## src/hw/rtl/rhtn_pkg.sv

```systemverilog
// Shared types, constants and helpers for the rectangle hit-test block.
// No dependencies; imported by every module of the block.
`default_nettype none

package rhtn_pkg;

    localparam int MAX_RECTS  = 16;
    localparam int COORD_BITS = 16;

    // Fixed field widths of the stream beats
    localparam int KIND_W    = 2;
    localparam int SLOT_W    = 4;
    localparam int IN_COORD_W = 16;
    localparam int SIZE_W    = 15;
    localparam int DIST_W    = 17;
    localparam int CFG_W     = 5;
    localparam int IN_DATA_W  = 104;
    localparam int OUT_DATA_W = 24;

    // Derived widths
    localparam int IDX_W = (MAX_RECTS > 1) ? $clog2(MAX_RECTS) : 1;
    localparam int N_W   = $clog2(MAX_RECTS + 1);
    localparam int EXT_W = ((COORD_BITS > SIZE_W) ? COORD_BITS : SIZE_W) + 2;

    // Input kind codes
    localparam logic [KIND_W-1:0] KIND_WRITE   = 2'd0;
    localparam logic [KIND_W-1:0] KIND_CONTAIN = 2'd1;
    localparam logic [KIND_W-1:0] KIND_STRICT  = 2'd2;

    // Internal operation codes
    typedef logic [1:0] t_op;
    localparam t_op OP_NOP     = 2'd0;
    localparam t_op OP_WRITE   = 2'd1;
    localparam t_op OP_CONTAIN = 2'd2;
    localparam t_op OP_STRICT  = 2'd3;

    typedef struct packed {
        t_op                   op;
        logic [SLOT_W-1:0]     slot;
        logic [COORD_BITS-1:0] left;
        logic [COORD_BITS-1:0] top;
        logic [SIZE_W-1:0]     width;
        logic [SIZE_W-1:0]     height;
        logic [COORD_BITS-1:0] px;
        logic [COORD_BITS-1:0] py;
    } t_cmd;

    typedef struct packed {
        logic [COORD_BITS-1:0] left;
        logic [COORD_BITS-1:0] top;
        logic [SIZE_W-1:0]     width;
        logic [SIZE_W-1:0]     height;
    } t_rect;

    typedef struct packed {
        logic              found;
        logic [SLOT_W-1:0] index;
        logic              contained;
        logic [DIST_W-1:0] cheb_dist;
    } t_res;

    function automatic logic signed [EXT_W-1:0] sext_coord(input logic [COORD_BITS-1:0] v);
        sext_coord = {{(EXT_W - COORD_BITS){v[COORD_BITS-1]}}, v};
    endfunction

    function automatic logic signed [EXT_W-1:0] zext_size(input logic [SIZE_W-1:0] v);
        zext_size = {{(EXT_W - SIZE_W){1'b0}}, v};
    endfunction

endpackage

`default_nettype wire

```

## src/hw/rtl/rhtn_front.sv

```systemverilog
// Front end: accepts input beats, decodes the kind into an operation and
// holds commands in a two-entry queue for the back end. Uses rhtn_pkg.
`default_nettype none

module rhtn_front
    import rhtn_pkg::*;
(
    input  wire logic                 i_clk,
    input  wire logic                 i_rst_n,
    input  wire logic                 i_s_valid,
    output logic                      o_s_ready,
    input  wire logic [KIND_W-1:0]    i_s_kind,
    input  wire logic [IN_DATA_W-1:0] i_s_data,
    output logic                      o_q_valid,
    output t_cmd                      o_q_cmd,
    input  wire logic                 i_q_pop
);

    t_cmd       r_q [2];
    logic       r_wr, r_rd;
    logic [1:0] r_count, n_count;
    t_cmd       dec;
    logic       push;

    always_comb begin
        unique case (i_s_kind)
            KIND_WRITE:   dec.op = OP_WRITE;
            KIND_CONTAIN: dec.op = OP_CONTAIN;
            KIND_STRICT:  dec.op = OP_STRICT;
            default:      dec.op = OP_NOP;
        endcase
        dec.slot   = i_s_data[3:0];
        dec.left   = i_s_data[4 +: COORD_BITS];
        dec.top    = i_s_data[20 +: COORD_BITS];
        dec.width  = i_s_data[50:36];
        dec.height = i_s_data[65:51];
        dec.px     = i_s_data[66 +: COORD_BITS];
        dec.py     = i_s_data[82 +: COORD_BITS];
    end

    assign o_s_ready = (r_count != 2'd2);
    assign push      = i_s_valid && o_s_ready;
    assign o_q_valid = (r_count != 2'd0);
    assign o_q_cmd   = r_q[r_rd];

    always_comb begin
        n_count = r_count + {1'b0, push} - {1'b0, i_q_pop};
    end

    always_ff @(posedge i_clk) begin
        if (push) begin
            r_q[r_wr] <= dec;
        end
    end

    always_ff @(posedge i_clk) begin
        if (!i_rst_n) begin
            r_wr    <= 1'b0;
            r_rd    <= 1'b0;
            r_count <= 2'd0;
        end else begin
            if (push) begin
                r_wr <= ~r_wr;
            end
            if (i_q_pop) begin
                r_rd <= ~r_rd;
            end
            r_count <= n_count;
        end
    end

    a_count_bound: assert property (@(posedge i_clk) disable iff (!i_rst_n)
        r_count <= 2'd2)
        else $error("queue fill count out of range");

    a_no_pop_empty: assert property (@(posedge i_clk) disable iff (!i_rst_n)
        !o_q_valid |-> !i_q_pop)
        else $error("back end popped an empty queue");

endmodule

`default_nettype wire

```

## src/hw/rtl/rhtn_back.sv

```systemverilog
// Back end: rectangle store, count register, containment and nearest
// scans over the store, and the result output register. Uses rhtn_pkg.
`default_nettype none

module rhtn_back
    import rhtn_pkg::*;
(
    input  wire logic             i_clk,
    input  wire logic             i_rst_n,
    input  wire logic             i_cfg_we,
    input  wire logic [CFG_W-1:0] i_cfg_wdata,
    input  wire logic             i_q_valid,
    input  wire t_cmd             i_q_cmd,
    output logic                  o_q_pop,
    output logic                  o_res_valid,
    output t_res                  o_res,
    input  wire logic             i_res_ready
);

    localparam logic [1:0] ST_IDLE = 2'd0;
    localparam logic [1:0] ST_HIT  = 2'd1;
    localparam logic [1:0] ST_NEAR = 2'd2;
    localparam logic [1:0] ST_DONE = 2'd3;

    localparam logic signed [EXT_W-1:0] ONE_E = 1;

    t_rect             r_store [MAX_RECTS];
    logic [CFG_W-1:0]  r_rect_count;
    logic [1:0]        r_state, n_state;
    t_cmd              r_cmd;
    logic [IDX_W-1:0]  r_idx, n_idx;
    logic [N_W-1:0]    r_n;
    logic              r_first, n_first;
    logic signed [EXT_W-1:0] r_best, n_best;
    logic [IDX_W-1:0]  r_bidx, n_bidx;
    t_res              r_res, n_res;
    logic              r_out_valid;
    t_res              r_out;

    logic [N_W-1:0]    n_use;
    logic              store_we;
    t_rect             wr_rect;
    t_rect             cur;
    logic signed [EXT_W-1:0] lx, ly, hx, hy, px, py, gx, gy, d;
    logic              hit, last, better, load_out;

    // Clamp the count to the table depth
    always_comb begin
        if (32'(r_rect_count) > MAX_RECTS) begin
            n_use = N_W'(MAX_RECTS);
        end else begin
            n_use = N_W'(r_rect_count);
        end
    end

    assign o_q_pop  = (r_state == ST_IDLE) && i_q_valid;
    assign store_we = o_q_pop && (i_q_cmd.op == OP_WRITE) && (32'(i_q_cmd.slot) < MAX_RECTS);

    always_comb begin
        wr_rect.left   = i_q_cmd.left;
        wr_rect.top    = i_q_cmd.top;
        wr_rect.width  = (i_q_cmd.width == '0) ? SIZE_W'(1) : i_q_cmd.width;
        wr_rect.height = (i_q_cmd.height == '0) ? SIZE_W'(1) : i_q_cmd.height;
    end

    // Geometry of the entry under scan
    always_comb begin
        cur = r_store[r_idx];
        lx  = sext_coord(cur.left);
        ly  = sext_coord(cur.top);
        hx  = lx + zext_size(cur.width) - ONE_E;
        hy  = ly + zext_size(cur.height) - ONE_E;
        px  = sext_coord(r_cmd.px);
        py  = sext_coord(r_cmd.py);
        if (r_cmd.op == OP_STRICT) begin
            hit = (px > lx) && (px < hx) && (py > ly) && (py < hy);
        end else begin
            hit = (px >= lx) && (px <= hx) && (py >= ly) && (py <= hy);
        end
        if (px < lx) begin
            gx = lx - px;
        end else if (px > hx) begin
            gx = px - hx;
        end else begin
            gx = '0;
        end
        if (py < ly) begin
            gy = ly - py;
        end else if (py > hy) begin
            gy = py - hy;
        end else begin
            gy = '0;
        end
        d      = (gx > gy) ? gx : gy;
        better = r_first || (d < r_best);
        last   = (N_W'(r_idx) == (r_n - N_W'(1)));
    end

    always_comb begin
        n_state = r_state;
        n_idx   = r_idx;
        n_first = r_first;
        n_best  = r_best;
        n_bidx  = r_bidx;
        n_res   = r_res;
        unique case (r_state)
            ST_IDLE: begin
                if (i_q_valid) begin
                    n_res   = '0;
                    n_state = ST_DONE;
                    if ((i_q_cmd.op == OP_CONTAIN || i_q_cmd.op == OP_STRICT) &&
                        (n_use != '0)) begin
                        n_idx   = IDX_W'(n_use - N_W'(1));
                        n_state = ST_HIT;
                    end
                end
            end
            ST_HIT: begin
                if (hit) begin
                    n_res.found     = 1'b1;
                    n_res.index     = SLOT_W'(r_idx);
                    n_res.contained = 1'b1;
                    n_state         = ST_DONE;
                end else if (r_idx == '0) begin
                    if (r_cmd.op == OP_CONTAIN) begin
                        n_first = 1'b1;
                        n_state = ST_NEAR;
                    end else begin
                        n_state = ST_DONE;
                    end
                end else begin
                    n_idx = r_idx - IDX_W'(1);
                end
            end
            ST_NEAR: begin
                if (better) begin
                    n_best = d;
                    n_bidx = r_idx;
                end
                n_first = 1'b0;
                if (last) begin
                    n_res.found     = 1'b1;
                    n_res.index     = SLOT_W'(better ? r_idx : r_bidx);
                    n_res.contained = 1'b0;
                    n_res.cheb_dist = better ? d[DIST_W-1:0] : r_best[DIST_W-1:0];
                    n_state         = ST_DONE;
                end else begin
                    n_idx = r_idx + IDX_W'(1);
                end
            end
            ST_DONE: begin
                if (!r_out_valid || i_res_ready) begin
                    n_state = ST_IDLE;
                end
            end
            default: n_state = ST_IDLE;
        endcase
    end

    assign load_out = (r_state == ST_DONE) && (!r_out_valid || i_res_ready);

    always_ff @(posedge i_clk) begin
        if (store_we) begin
            r_store[IDX_W'(i_q_cmd.slot)] <= wr_rect;
        end
    end

    always_ff @(posedge i_clk) begin
        if (o_q_pop) begin
            r_cmd <= i_q_cmd;
            r_n   <= n_use;
        end
        r_idx  <= n_idx;
        r_best <= n_best;
        r_bidx <= n_bidx;
        r_res  <= n_res;
        if (load_out) begin
            r_out <= r_res;
        end
    end

    always_ff @(posedge i_clk) begin
        if (!i_rst_n) begin
            r_state      <= ST_IDLE;
            r_rect_count <= '0;
            r_first      <= 1'b0;
            r_out_valid  <= 1'b0;
        end else begin
            r_state <= n_state;
            r_first <= n_first;
            if (i_cfg_we) begin
                r_rect_count <= i_cfg_wdata;
            end
            if (load_out) begin
                r_out_valid <= 1'b1;
            end else if (i_res_ready) begin
                r_out_valid <= 1'b0;
            end
        end
    end

    assign o_res_valid = r_out_valid;
    assign o_res       = r_out;

    a_scan_in_range: assert property (@(posedge i_clk) disable iff (!i_rst_n)
        (r_state == ST_HIT || r_state == ST_NEAR) |-> (N_W'(r_idx) < r_n))
        else $error("scan index beyond slots in use");

    a_near_only_contain: assert property (@(posedge i_clk) disable iff (!i_rst_n)
        (r_state == ST_NEAR) |-> (r_cmd.op == OP_CONTAIN))
        else $error("nearest scan entered for a non-containment query");

    a_miss_is_zero: assert property (@(posedge i_clk) disable iff (!i_rst_n)
        (o_res_valid && !o_res.found) |->
        (o_res.index == '0 && !o_res.contained && o_res.cheb_dist == '0))
        else $error("not-found result carries nonzero fields");

endmodule

`default_nettype wire

```

## src/hw/rtl/rect_hit_test_nearest.sv

```systemverilog
// Rectangle hit test with nearest fallback: the back end walks the rectangle
// store one slot per cycle and takes the next command from the front-end queue
// only once the previous result beat has been loaded into its output register,
// so a result beat that waits holds the flow. Synchronous active-low reset
// clears the count register and all control state; store contents are undefined.
`default_nettype none

module rect_hit_test_nearest
    import rhtn_pkg::*;
(
    input  wire logic                  i_clk,
    input  wire logic                  i_rst_n,
    // Configuration: rect_count
    input  wire logic                  i_cfg_we,
    input  wire logic [CFG_W-1:0]      i_cfg_wdata,
    // Input stream
    input  wire logic                  i_s_axis_tvalid,
    output logic                       o_s_axis_tready,
    // tdata from bit 0 up: slot[3:0], rect_left[19:4], rect_top[35:20],
    // rect_width[50:36], rect_height[65:51], point_x[81:66], point_y[97:82],
    // zero pad[103:98]
    input  wire logic [IN_DATA_W-1:0]  i_s_axis_tdata,
    // tuser: kind[1:0]
    input  wire logic [KIND_W-1:0]     i_s_axis_tuser,
    // Result stream
    output logic                       o_m_axis_tvalid,
    input  wire logic                  i_m_axis_tready,
    // tdata from bit 0 up: found[0], rect_index[4:1], inside_res[5],
    // distance[22:6], zero pad[23]
    output logic [OUT_DATA_W-1:0]      o_m_axis_tdata
);

    logic q_valid;
    t_cmd q_cmd;
    logic q_pop;
    t_res res;

    // Front: decode each beat and park it in the command queue
    rhtn_front u_front (
        .i_clk     (i_clk),
        .i_rst_n   (i_rst_n),
        .i_s_valid (i_s_axis_tvalid),
        .o_s_ready (o_s_axis_tready),
        .i_s_kind  (i_s_axis_tuser),
        .i_s_data  (i_s_axis_tdata),
        .o_q_valid (q_valid),
        .o_q_cmd   (q_cmd),
        .i_q_pop   (q_pop)
    );

    // Back: update the store or scan it, then hold the result beat until taken
    rhtn_back u_back (
        .i_clk       (i_clk),
        .i_rst_n     (i_rst_n),
        .i_cfg_we    (i_cfg_we),
        .i_cfg_wdata (i_cfg_wdata),
        .i_q_valid   (q_valid),
        .i_q_cmd     (q_cmd),
        .o_q_pop     (q_pop),
        .o_res_valid (o_m_axis_tvalid),
        .o_res       (res),
        .i_res_ready (i_m_axis_tready)
    );

    // Pack the result beat, lowest field first
    assign o_m_axis_tdata = {1'b0, res.cheb_dist, res.contained, res.index, res.found};

endmodule

`default_nettype wire

```

## config.mk

```make
export PLATFORM = sky130hd
export DESIGN_NAME = rect_hit_test_nearest
export DESIGN_NICKNAME = d
export VERILOG_FILES = /design/src/hw/rtl/rhtn_pkg.sv /design/src/hw/rtl/rhtn_front.sv /design/src/hw/rtl/rhtn_back.sv /design/src/hw/rtl/rect_hit_test_nearest.sv
export SDC_FILE = /design/constraint.sdc
export NUM_CORES = 1
export LEC_CHECK = 0
export ABC_AREA = 0
export BUFFER_PORTS_ARGS = -buffer_cell sky130_fd_sc_hd__buf_2
export CAP_MARGIN = 20
export CORE_MARGIN = 4
export CORE_UTILIZATION = 58
export CTS_BUF_LIST = sky130_fd_sc_hd__clkbuf_4
export DETAILED_ROUTE_END_ITERATION = 8
export PLACE_DENSITY = 0.83
export SYNTH_ARGS = -nofsm -noshare
export SYNTH_HDL_FRONTEND = slang
export SYNTH_SLANG_ARGS = --single-unit
```

## constraint.sdc

```tcl
create_clock -name i_clk -period 12 [get_ports i_clk]
set_clock_uncertainty 0.2 [all_clocks]
set_input_delay 1.8 -clock i_clk [delete_from_list [all_inputs] [get_ports i_clk]]
set_output_delay 1.8 -clock i_clk [all_outputs]
set_load 0.01 [all_outputs]
```

==> reports/qor.yml, run 1 <==
status: "complete, no violations"
ys_ff_latch: 1321
grt_overflow: 0
cts_root_buf: "clkbuf_4"
crit_path_max_incr_delay_ns: 0.58
dp_hpwl_mm: 79.3
rsz0062_at_grt: "no"
ys_async_sr_fraction_pct: 0
io_pins: 142
cp_max_fo: 27
critical_path_buf_inv_count: 7
post_drt_wl_per_cell_um: 27.4
worst_pin_slew_ns: 1.12
finalCritPeriodShare_pct: 94.8
yosys_warnings: 0
ys.flop_type: "edfxtp_1"
setup_viol: 0
finalHoldViolations: 0
die_h_um: 319
crit_path_end_kind: "register"
clk_path_buf_depth: 4
drt_pass1_iterations: 6
crit_family: "compound AO/OA/AOI/OAI gates"
wl_mm: 134
core_area_mm2: 0.0953
route.detailed.drc: 0
htreeDepth: 5
fin_util_pct: 66.0
grt_pass1_vias: 32495
critPathArrivalTime_ns: 12.02
final_nets: 3695
slew_headroom_pct: 24.9
cts.sinks: 1321
path_clk_slew_ns: 0.07
min_path_type: "reg -> reg"
required_ns: 12.64
synth_top_area_cell: "edfxtp_1"
maxSlewViolCount: 0
syn_to_final_growth_pct: 12.5
syn_inst: 2966
crit_type: "reg -> reg"
clock.fmax_ghz: 0.0879
synth_area_leaders: "edfxtp_1 (70%), mux4_2 (12%), ha_1 (3.3%)"
synth_cell_types: 71
setup_tns_ns: 0
port_buffers: 134
start_util_pct: 58.7
synth_top_area_share_pct: 70.0
postRouteAntennaNets: 0
seq_area_mm2: 0.0395
synth_nets: 3237
cp_slowest_cell: "mux4_2"
n_fill_cell: 6005
cts_tree: "yes"
grt_max_degree: 90
grt_pass1_wl_mm: 200
grt_usage_pct: 26.5
synth_area_mm2: 0.0559
worstSetupStartpointType: "register"
rows: 113
postCtsHoldBufs: 0
synth_edf_count: 1303
first_iter_violations: 3753
vias_per_cell: 6.33
period_minus_slack_ns: 11.38
drv_cap: 0
multi_input_area_mm2: 0.0158
synth_seq_area_share_pct: 70.6
drive_gt1_share_pct: 32.3
antenna_found_initial: 6
worstSkewPairLatency_ns: 1.16
cts_buffers: 333
die_w_um: 319
syn_area_per_cell_um2: 18.9
vias: 31093
routabilityCongestion: 0.908
die_area_mm2: 0.101
cell usage in the layout, fill, tap and decap left out, types with 9 or more instances in the layout:
cell / instances
clkbuf_4: 457
nand4_1: 25
nor2_4: 18
clkinv_2: 19
buf_2: 135
and3_1: 9
ha_1: 148
mux2_2: 101
buf_4: 79
nor2b_1: 25
o21ai_0: 42
nor3_1: 24
mux4_2: 310
nor4_1: 13
nand2_1: 70
buf_12: 10
nor2_1: 86
a31oi_1: 13
xnor2_1: 81
nand3_1: 30
dfxtp_1: 13
clkinv_1: 75
a22oi_1: 15
nand2b_1: 25
edfxtp_1: 1303
a21o_1: 50
a211oi_1: 9
inv_1: 110
a21oi_1: 101
o211ai_1: 9
mux2i_1: 32
o21bai_1: 14
xor2_1: 41
o21a_1: 14
what timing repair did:
item,4_1_cts,5_1_grt
buffers inserted,0,10
gates cloned,0,1
resized for setup,1,12
setup endpoints to repair,31,43
area by class of cell:
| cell class | instances | share of cell area [%] |
|---|---|---|
| inverters | 112 | 0.669 |
| repair buffers | 230 | 2.50 |
| flip-flops and latches | 1321 | 62.8 |
| well taps | 1265 | 2.52 |
| diodes | 1 | 0.00398 |
| clock inverters | 102 | 0.909 |
| clock buffers | 457 | 5.46 |
| multi-input cells | 1426 | 25.1 |
through the flow:
stage                     cells  cell area (um^2)  hold slack (ns)  setup slack [ns]
final                      4914             62900            0.199             0.622
after global routing       4914             62900            0.190            0.0623
after CTS                  4900             62700            0.202             0.214
after detailed placement   4341             58700            0.205           -0.0362
after global placement     4341             58700            0.203             0.131
after floorplan            2966             55900            0.200             0.117
worst paths after layout:
check / depth (start not counted) / startpoint / to / slack [ns]
min reg2reg: 0 / u_back.r_res[20] / u_back.o_res[20] / 0.20
max: 48 / register / u_back.r_res[12] / 0.62
min: 0 / u_back.r_res[20] / u_back.o_res[20] / 0.20
max reg2reg: 48 / register / u_back.r_res[12] / 0.62
synthesized netlist by cell type (4+ instances only):
| library cell | n |
|---|---|
| a21oi_1 | 105 |
| mux2_2 | 101 |
| nor2_1 | 105 |
| o21ai_0 | 42 |
| o41ai_1 | 5 |
| mux4_2 | 310 |
| xor2_1 | 41 |
| dfxtp_1 | 18 |
| nor3_1 | 24 |
| or2_2 | 6 |
| nor4_1 | 13 |
| clkbuf_1 | 69 |
| edfxtp_1 | 1303 |
| a22o_1 | 8 |
| xnor2_1 | 81 |
| nand3b_1 | 4 |
| o21bai_1 | 14 |
| o21a_1 | 14 |
| and3_1 | 10 |
| and4_1 | 4 |
| o31ai_1 | 8 |
| a21boi_0 | 4 |
| o211ai_1 | 9 |
| nand2b_1 | 25 |
| and2_1 | 7 |
| a21o_1 | 50 |
| a22oi_1 | 16 |
| a211oi_1 | 10 |
| nand2_1 | 70 |
| mux2_1 | 4 |
| a31oi_1 | 13 |
| fa_1 | 7 |
| nor2b_1 | 26 |
| ha_1 | 148 |
| buf_1 | 34 |
| nand3_1 | 30 |
| inv_1 | 111 |
| a211o_1 | 5 |
| nand4_1 | 25 |
| mux2i_1 | 34 |
sequential cells by signal, indices dropped and copies added, names as in the netlist, 2 cells and up, named ones only:
register and cells:
u_back.r_rect_count 5, u_back.r_best 18, u_back.px 16, u_front.r_count 2, u_back.py 16, u_back.r_cmd 2, u_back.r_state 2, u_back.r_store 992
u_back.r_idx 4, u_back.r_bidx 4, u_front.r_q 200, u_back.r_res 23, u_back.r_n 5, u_back.o_res 23
layer usage:
layer | track usage, % | routed length [um] | share of wire [%] | up-vias
li1 | - | - | - | 13160
met5 | 0 | 18 | 0.013 | -
met2 | 44.0 | 68000 | 51 | 1996
met1 | 35.3 | 49400 | 37 | 15670
met3 | 5.80 | 13300 | 9.9 | 265
met4 | 9.06 | 3680 | 2.7 | 2
cell families (layout without fill, tap and decap cells):
| family | Yosys count | count (layout) | share of synthesized area, % |
|---|---|---|---|
| compound gates | 343 | 343 | 4.08 |
| flops | 1321 | 1321 | 70.6 |
| fa+ha+maj | 155 | 155 | 3.56 |
| mux | 449 | 449 | 15.2 |
| other cells | 1 | 2 | 0.00671 |
| buf+inv | 219 | 901 | 1.49 |
| xor+xnor | 122 | 122 | 1.91 |
| simple gates | 356 | 356 | 3.12 |
Power of run 1 is left out: the tool's default activity adds up to more than one toggle a clock period on the data nets, which glitch-free logic cannot reach.
==> inputs of run 2 (changes only) <==
Settings changed: CORE_MARGIN 4 to unset, TNS_END_PERCENT set to 100.
==> run 2 against run 1 <==
Compared with the run above:
- final area is essentially flat
- final cell count shrank 0.28%
- critical endpoint is now u_back.r_bidx[3]
- first-iteration DRC count shrank 4.9%
- largest cell class unchanged
- critical path depth shrank 5
- highest routed layer unchanged
- global-route usage grew 0.32 points
- via count shrank 1.9%
- core utilization is essentially flat
- clock-buffer cell count shrank 1
- die area shrank 3.7%
- non-clock buffer count grew 6
==> reports/qor.yml, run 2 (same netlist as run 1, synthesis figures left out) <==
whs_ns: 0.198  # -0.00110 ns
die_w_um: 313  # -1.9%
port_buffers: 134  # unchanged
worstSetupStartpointType: "register"
cp_slowest_cell: "dfxtp_4"
htreeDepth: 5  # unchanged
syn_to_final_growth_pct: 12.4  # about the same
io_pins: 142  # unchanged
start_util_pct: 58.7  # unchanged
grt_pass1_wl_mm: 192  # -3.9%
route.detailed.drc: 0  # unchanged
critPathArrivalTime_ns: 12.20  # +0.18 ns
wl_mm: 130  # -3.3%
crit_type: "reg -> reg"
status: "complete, no violations"
post_drt_wl_per_cell_um: 26.5  # -3.0%
finalHoldViolations: 0  # unchanged
crit_path_end_kind: "register"
postRouteAntennaNets: 0  # unchanged
dp_hpwl_mm: 78.1  # -1.5%
vias_per_cell: 6.22  # -1.6%
cts.sinks: 1321  # unchanged
clk_path_buf_depth: 4  # unchanged
finalCritPeriodShare_pct: 96.0  # +1.1 points
seq_area_mm2: 0.0395  # about the same
worstSkewPairLatency_ns: 1.16  # about the same
drt_pass1_iterations: 6  # unchanged
final_nets: 3705  # +0.27%
multi_input_area_mm2: 0.0158  # +0.15%
grt_usage_pct: 26.8  # +0.32 points
fin_cells: 4900  # -0.28%
cts_tree: "yes"
largest_reg_flops: 992  # unchanged
reg.largest.list: "u_back.r_store x992, u_front.r_q x200"
grt_overflow: 0  # unchanged
crit_family: "compound AO/OA/AOI/OAI gates"
cts_root_buf: "clkbuf_4"
critical_path_buf_inv_count: 6  # -1
setup_tns_ns: 0  # unchanged
maxSlewViolCount: 0  # unchanged
grt_max_degree: 69  # -23%
clock.fmax_ghz: 0.0868  # -1.2%
die_area_mm2: 0.0977  # -3.7%
die_h_um: 313  # -1.9%
drive_gt1_share_pct: 32.6  # +0.32 points
slew_headroom_pct: 22.8  # -2.2 points
top_register: "u_back.r_store"
required_ns: 12.68  # +0.04 ns
path_clk_slew_ns: 0.08  # about the same
final_cell_mix: "edfxtp_1 (1303), clkbuf_4 (456), mux4_2 (310), ha_1 (148), buf_2 (135)"
routabilityCongestion: 0.915  # +0.82%
crit_path_max_incr_delay_ns: 0.69  # +0.11 ns
antenna_found_initial: 1  # -5
final_common_cell: "edfxtp_1"
min_path_type: "reg -> reg"
cts_buffers: 337  # +1.2%
setup_viol: 0  # unchanged
period_minus_slack_ns: 11.52  # +0.138 ns
grt_pass1_vias: 32121  # -1.2%
n_fill_cell: 6120  # +1.9%
drv_cap: 0  # unchanged
placedCellCount: 4351  # +0.23%
core_area_mm2: 0.0953  # unchanged
worst_pin_slew_ns: 1.16  # +0.0351 ns
first_iter_violations: 3569  # -4.9%
rows: 113  # unchanged
vias: 30496  # -1.9%
cp_max_fo: 29  # +7.4%
## run 2: cell types whose count changed in the layout (fill, tap and decap cells not counted), sizes merged
cell	change
clkinv	-24
buf	+6
clkinvlp	+2
inv	+2
bufinv	+1
clkbuf	-1
## run 2: final timing paths
path	from	slack, ns	cells after the start	end
max	register	0.48	43	u_back.r_bidx[3]
min	u_back.r_res[19]	0.20	0	u_back.o_res[19]
max reg2reg	register	0.48	43	u_back.r_bidx[3]
min reg2reg	u_back.r_res[19]	0.20	0	u_back.o_res[19]
## run 2: per-stage QoR
| stage | utilization, % | worst slack [ns] | area [um^2] |
|---|---|---|---|
| global placement | 61.6 | 0.149 | 58700 |
| floorplan | - | 0.117 | 55900 |
| finish | 66.0 | 0.484 | 62900 |
| detailed placement | 61.6 | -0.0332 | 58700 |
| CTS | 65.7 | 0.0855 | 62700 |
| global route | 66.0 | -0.0929 | 62900 |
## run 2: final cells by class
class,count,share of cell area [%]
antenna,1,0.00398
clock buffer,456,5.44
clock inverter,83,0.842
inverter,112,0.669
multi-input combinational,1426,25.2
sequential,1321,62.8
tap,1265,2.52
timing repair buffer,236,2.53
## run 2: repair_timing
item / in CTS / in global routing
hold buffers: 0 / 0
buffers inserted: 0 / 7
pin swaps: 0 / 1
resized for setup: 1 / 22
gates cloned: 0 / 1
setup endpoints to repair: 40 / 43
## run 2: metal layers
layer  routed length [um]  part of all wire (%)  global-route usage [%]
met3                12800                   9.8                    6.56
met5                   16                 0.012                       0
met1                48700                    37                    35.1
met2                65500                    50                    44.4
met4                 3110                   2.4                    9.12
Power of run 2 is left out for the same reason.
